--- src/design/pal_pkg.sv ---
// Shared codes and control types for the positional array list.
package pal_pkg;

    localparam int CMD_W   = 3;
    localparam int POS_W   = 8;
    localparam int VAL_W   = 64;
    localparam int STAT_W  = 2;
    localparam int CNTO_W  = 8;

    localparam logic [CMD_W-1:0] CMD_INS_HEAD = 3'd0;
    localparam logic [CMD_W-1:0] CMD_INS_TAIL = 3'd1;
    localparam logic [CMD_W-1:0] CMD_INS_POS  = 3'd2;
    localparam logic [CMD_W-1:0] CMD_REM_HEAD = 3'd3;
    localparam logic [CMD_W-1:0] CMD_REM_TAIL = 3'd4;
    localparam logic [CMD_W-1:0] CMD_REM_POS  = 3'd5;

    localparam logic [STAT_W-1:0] ST_OK    = 2'd0;
    localparam logic [STAT_W-1:0] ST_FULL  = 2'd1;
    localparam logic [STAT_W-1:0] ST_EMPTY = 2'd2;
    localparam logic [STAT_W-1:0] ST_RANGE = 2'd3;

    typedef struct packed {
        logic load;
        logic setup;
        logic move;
        logic finish;
        logic commit;
    } pal_cmd_t;

    typedef struct packed {
        logic go_move;
        logic done;
    } pal_stat_t;

endpackage

--- src/design/pal_ctrl.sv ---
// Sequencer for the positional array list: accept, decode, shift, deliver.
module pal_ctrl
    import pal_pkg::*;
(
    input  logic      aclk,
    input  logic      aresetn,
    input  logic      s_tvalid,
    output logic      s_tready,
    output logic      m_tvalid,
    input  logic      m_tready,
    input  pal_stat_t dp_stat,
    output pal_cmd_t  dp_cmd
);
    localparam logic [1:0] S_IDLE   = 2'd0;
    localparam logic [1:0] S_DECODE = 2'd1;
    localparam logic [1:0] S_MOVE   = 2'd2;
    localparam logic [1:0] S_RESULT = 2'd3;

    logic [1:0] state_reg, state_next;
    logic       m_valid_reg, m_valid_next;
    logic       out_free;

    assign out_free = !m_valid_reg || m_tready;

    always_comb begin
        state_next = state_reg;
        dp_cmd     = '0;
        case (state_reg)
            S_IDLE: begin
                if (s_tvalid) begin
                    dp_cmd.load = 1'b1;
                    state_next  = S_DECODE;
                end
            end
            S_DECODE: begin
                dp_cmd.setup = 1'b1;
                state_next   = dp_stat.go_move ? S_MOVE : S_RESULT;
            end
            S_MOVE: begin
                dp_cmd.move = 1'b1;
                if (dp_stat.done) begin
                    dp_cmd.finish = 1'b1;
                    state_next    = S_RESULT;
                end
            end
            S_RESULT: begin
                // hold until the output register can take the word
                if (out_free) begin
                    dp_cmd.commit = 1'b1;
                    state_next    = S_IDLE;
                end
            end
            default: state_next = S_IDLE;
        endcase
    end

    always_comb begin
        m_valid_next = m_valid_reg;
        if (dp_cmd.commit) begin
            m_valid_next = 1'b1;
        end else if (m_tready) begin
            m_valid_next = 1'b0;
        end
    end

    always_ff @(posedge aclk) begin
        if (!aresetn) begin
            state_reg   <= S_IDLE;
            m_valid_reg <= 1'b0;
        end else begin
            state_reg   <= state_next;
            m_valid_reg <= m_valid_next;
        end
    end

    assign s_tready = (state_reg == S_IDLE);
    assign m_tvalid = m_valid_reg;

    a_accept_to_decode: assert property (@(posedge aclk) disable iff (!aresetn)
        (s_tvalid && s_tready) |=> (state_reg == S_DECODE))
        else $error("accepted word did not enter decode");

    a_commit_free: assert property (@(posedge aclk) disable iff (!aresetn)
        dp_cmd.commit |-> (!m_valid_reg || m_tready))
        else $error("result overwrote a pending output word");

    a_cmd_onehot: assert property (@(posedge aclk) disable iff (!aresetn)
        $onehot0({dp_cmd.load, dp_cmd.setup, dp_cmd.move, dp_cmd.commit}))
        else $error("conflicting datapath commands");
endmodule

--- config.mk ---
export PLATFORM = sky130hd
export DESIGN_NAME = pal_ctrl
export DESIGN_NICKNAME = d
export VERILOG_FILES = /design/src/design/pal_pkg.sv /design/src/design/pal_ctrl.sv
export SDC_FILE = /design/constraint.sdc
export NUM_CORES = 1
export LEC_CHECK = 0
export BUFFER_PORTS_ARGS = -buffer_cell sky130_fd_sc_hd__buf_2
export CORE_AREA = 2 2 39 41
export CTS_BUF_LIST = sky130_fd_sc_hd__clkbuf_8
export DETAILED_ROUTE_END_ITERATION = 12
export DIE_AREA = 0 0 41 43
export PLACE_DENSITY_LB_ADDON = 0.12
export SYNTH_ARGS = -nofsm -noshare
export SYNTH_HDL_FRONTEND = slang
export SYNTH_SLANG_ARGS = --single-unit
--- constraint.sdc ---
create_clock -name aclk -period 1.3 [get_ports aclk]
set_clock_uncertainty 0.05 [all_clocks]
set_input_delay 0.065 -clock aclk [delete_from_list [all_inputs] [get_ports aclk]]
set_output_delay 0.065 -clock aclk [all_outputs]
set_load 0.05 [all_outputs]
==> reports/qor.yml <==
run_status:
  status: "finished, final reports clean"
flow_run:
  drv_cap: 0
pwr:
  seqPwrFrac_pct: 15.1
  clkPwrFrac_pct: 20.0
  cell_internal_pwr_uw: 651
  p_sw_share_pct: 49.9
  comb_power_share_pct: 64.9
  finalPower_uw: 1300
  p_sw_uw: 648
  power.density_nw_per_um2: 2850
  ir_drop_mv: 1.03
  p_leak_uw: 0.000245
floorplanning:
  dieArea_um2: 1760
  initial_core_util_pct: 19.4
  core_um2: 1380
  dieWidth_um: 41
  die_h_um: 43
  row_count: 14
  num_io_pins: 13
drt:
  dr.pass1.iters: 2
  routedWlPerCell_um: 10.4
  ant_nets: 0
  wl_um: 621
  routed_via_density: 4.18
  drtIter0Drc: 2
  drc: 0
  vias: 251
global_routing:
  grt_util_met3_pct: 3.14
  grt_max_degree: 5
  first_global_vias: 247
  antenna_found_initial: 0
  grt_use_total_pct: 9.32
  globalRouteMet1Util_pct: 10.5
  busiest_layer: "met2"
  met2_usage_pct: 13.1
  grt_pass1_wl_um: 1050
  overflow: 0
timing:
  hold_violations: 0
  rsz0062_at_grt: "no"
  hold_ws_ps: 42.1
  fin_crit_sh_pct: 96.1
  tns_ps: 0
  slew_viol_final: 0
  max_freq_ghz: 0.801
  post-route-min-period_ps: 1250
  setup_viol: 0
  tightest_slew_ps: 249
  slew_headroom_pct: 83.5
yosys:
  yosysTopAreaCellShare_pct: 22.3
  ys_top_cells_by_area: "dfxtp_1 22%, ha_1 19%, nand2b_4 10%, nand3b_4 7.4%, a31o_1 6.5%"
  netlist_instances: 28
  yosysTopAreaCell: "dfxtp_1"
  yosys.area_share.xor_xnor_pct: 0
  synth_top_family_by_area: "simple AND/OR/NAND/NOR gates"
  synth_compound_area_share_pct: 14.4
  synth.avg_cell_area_um2: 9.61
  synth_nets: 38
  synthSimpleGateAreaFrac_pct: 37.7
  seq_area_frac_synth_pct: 22.3
  synth_cell_types: 17
  ys_warn_count: 0
  ys_seq_elements: 3
  netlist_area_um2: 269
  synth_fa_ha_area_share_pct: 18.6
  synth_mux_area_share_pct: 0
final_layout:
  final_common_cell: "buf_2"
  antenna_cells: 0
  nets: 55
  area_growth_pct: 69.3
  largest_register_ffs: 2
  final_cell_mix: "9 x buf_2, 3 x ha_4, 3 x clkbuf_8, 3 x buf_4"
  final_layout_size_suffix_gt1_share_pct: 63.6
  utilization_pct: 32.9
  fillers: 145
  regArea_um2: 67.6
  multi_input_area_um2: 230
clock_network:
  cts_buffer_depth: 2
  clock-sinks: 3
  path_clk_slew_ps: 30
  htreeDepth: 1
  cts_tree: "yes"
  clockRootBuffer: "clkbuf_8"
  postCtsSetupRepairBufs: 0
  clock_latency_ps: 210
  cts_buffers: 3
placement:
  gp_routability_congestion: 0.723
  place_hpwl_um: 500
  portBuffers: 12
critical_path:
  cp.required_ps: 1190
  crit_family: "flip-flops"
  arrival_ps: 1130
  critPathKind: "flip-flop to output pin"
  crit_slowest_cell: "dfxtp_4"
  crit_fanout: 3
  endpoint_kind: "output pin"
  cp_cell_sequence: "inv_2, ha_4, and2_1, buf_4"
  crit_path_start_kind: "flip-flop"
  slowest_delay_ps: 340
  cp_num_buf_inv: 2
hold_path:
  hp-class: "input pin to flip-flop"
-- layout make-up --
cell class              instances  share of cell area, %
clock inverters                 1                  0.824
inverters                       3                   3.02
flip-flops and latches          3                   14.8
clock buffers                   3                   9.07
well taps                      16                   4.40
multi-input cells              21                   50.5
repair buffers                 13                   17.3
-- what timing repair did --
action / in CTS / in global routing
hold buffers: 0 / 0
pin swaps: 0 / 0
endpoints found under the setup margin: 3 / 3
gates resized for setup: 3 / 4
-- path summary, 6_finish.rpt --
check / startpoint / to / slack, ps / depth (start not counted)
setup / recovery: state_reg[0] / dp_cmd[1] / 50 / 4
hold / removal: aresetn / state_reg[0] / 40 / 2
hold reg to reg: state_reg[1] / state_reg[1] / 590 / 3
setup reg to reg: state_reg[1] / state_reg[0] / 70 / 5
-- cells in the mapped netlist --
library cell	count
ha_1	4
dfxtp_1	3
inv_1	3
a31o_1	2
and2_1	2
nand2b_4	2
nor2_1	2
a21oi_1	1
and2b_1	1
buf_4	1
nand2_1	1
nand3_2	1
nand3b_4	1
nand4_1	1
nor2b_1	1
o22ai_1	1
o311a_1	1
-- metrics by stage --
stage | setup WS (ps) | instance area, µm² | instances
3_5_place_dp | 39.4 | 392 | 56
2_1_floorplan | 7.23 | 312 | 28
3_3_place_gp | 39.3 | 392 | 56
4_1_cts | 19.1 | 444 | 60
6_report | 51.1 | 455 | 60
5_1_grt | 1.31 | 455 | 60
-- worst reg2reg max path: stages (launching register included) --
cell      delay [ps]
dfxtp_4          370
inv_4             60
ha_4             170
nand2b_4          80
nand3_2           70
o311a_1          320
-- kinds of logic (layout without fill, tap and decap cells) --
logic type | Yosys count | after routing
buf+inv | 4 | 20
fa+ha+maj | 4 | 4
simple gates | 12 | 12
flops | 3 | 3
compound gates | 5 | 5
-- layer usage --
| metal | up-vias | part of all wire (%) |
|---|---|---|
| li1 | 130 | - |
| met1 | 111 | 38 |
| met2 | 10 | 55 |
| met3 | 0 | 6.8 |
| met4 | 0 | 0 |
| met5 | - | 0 |
-- power groups by stage --
| stage | Sequential [µW] | Clock, µW | Combinational (µW) |
|---|---|---|---|
| 4_1_cts | 185 | 265 | 840 |
| 2_1_floorplan | 208 | 0 | 702 |
| 6_report | 197 | 259 | 843 |
| 5_1_grt | 202 | 272 | 903 |
| 3_3_place_gp | 184 | 0 | 812 |
| 3_5_place_dp | 185 | 0 | 817 |
Note: power is estimated with default switching activity, not from simulation.
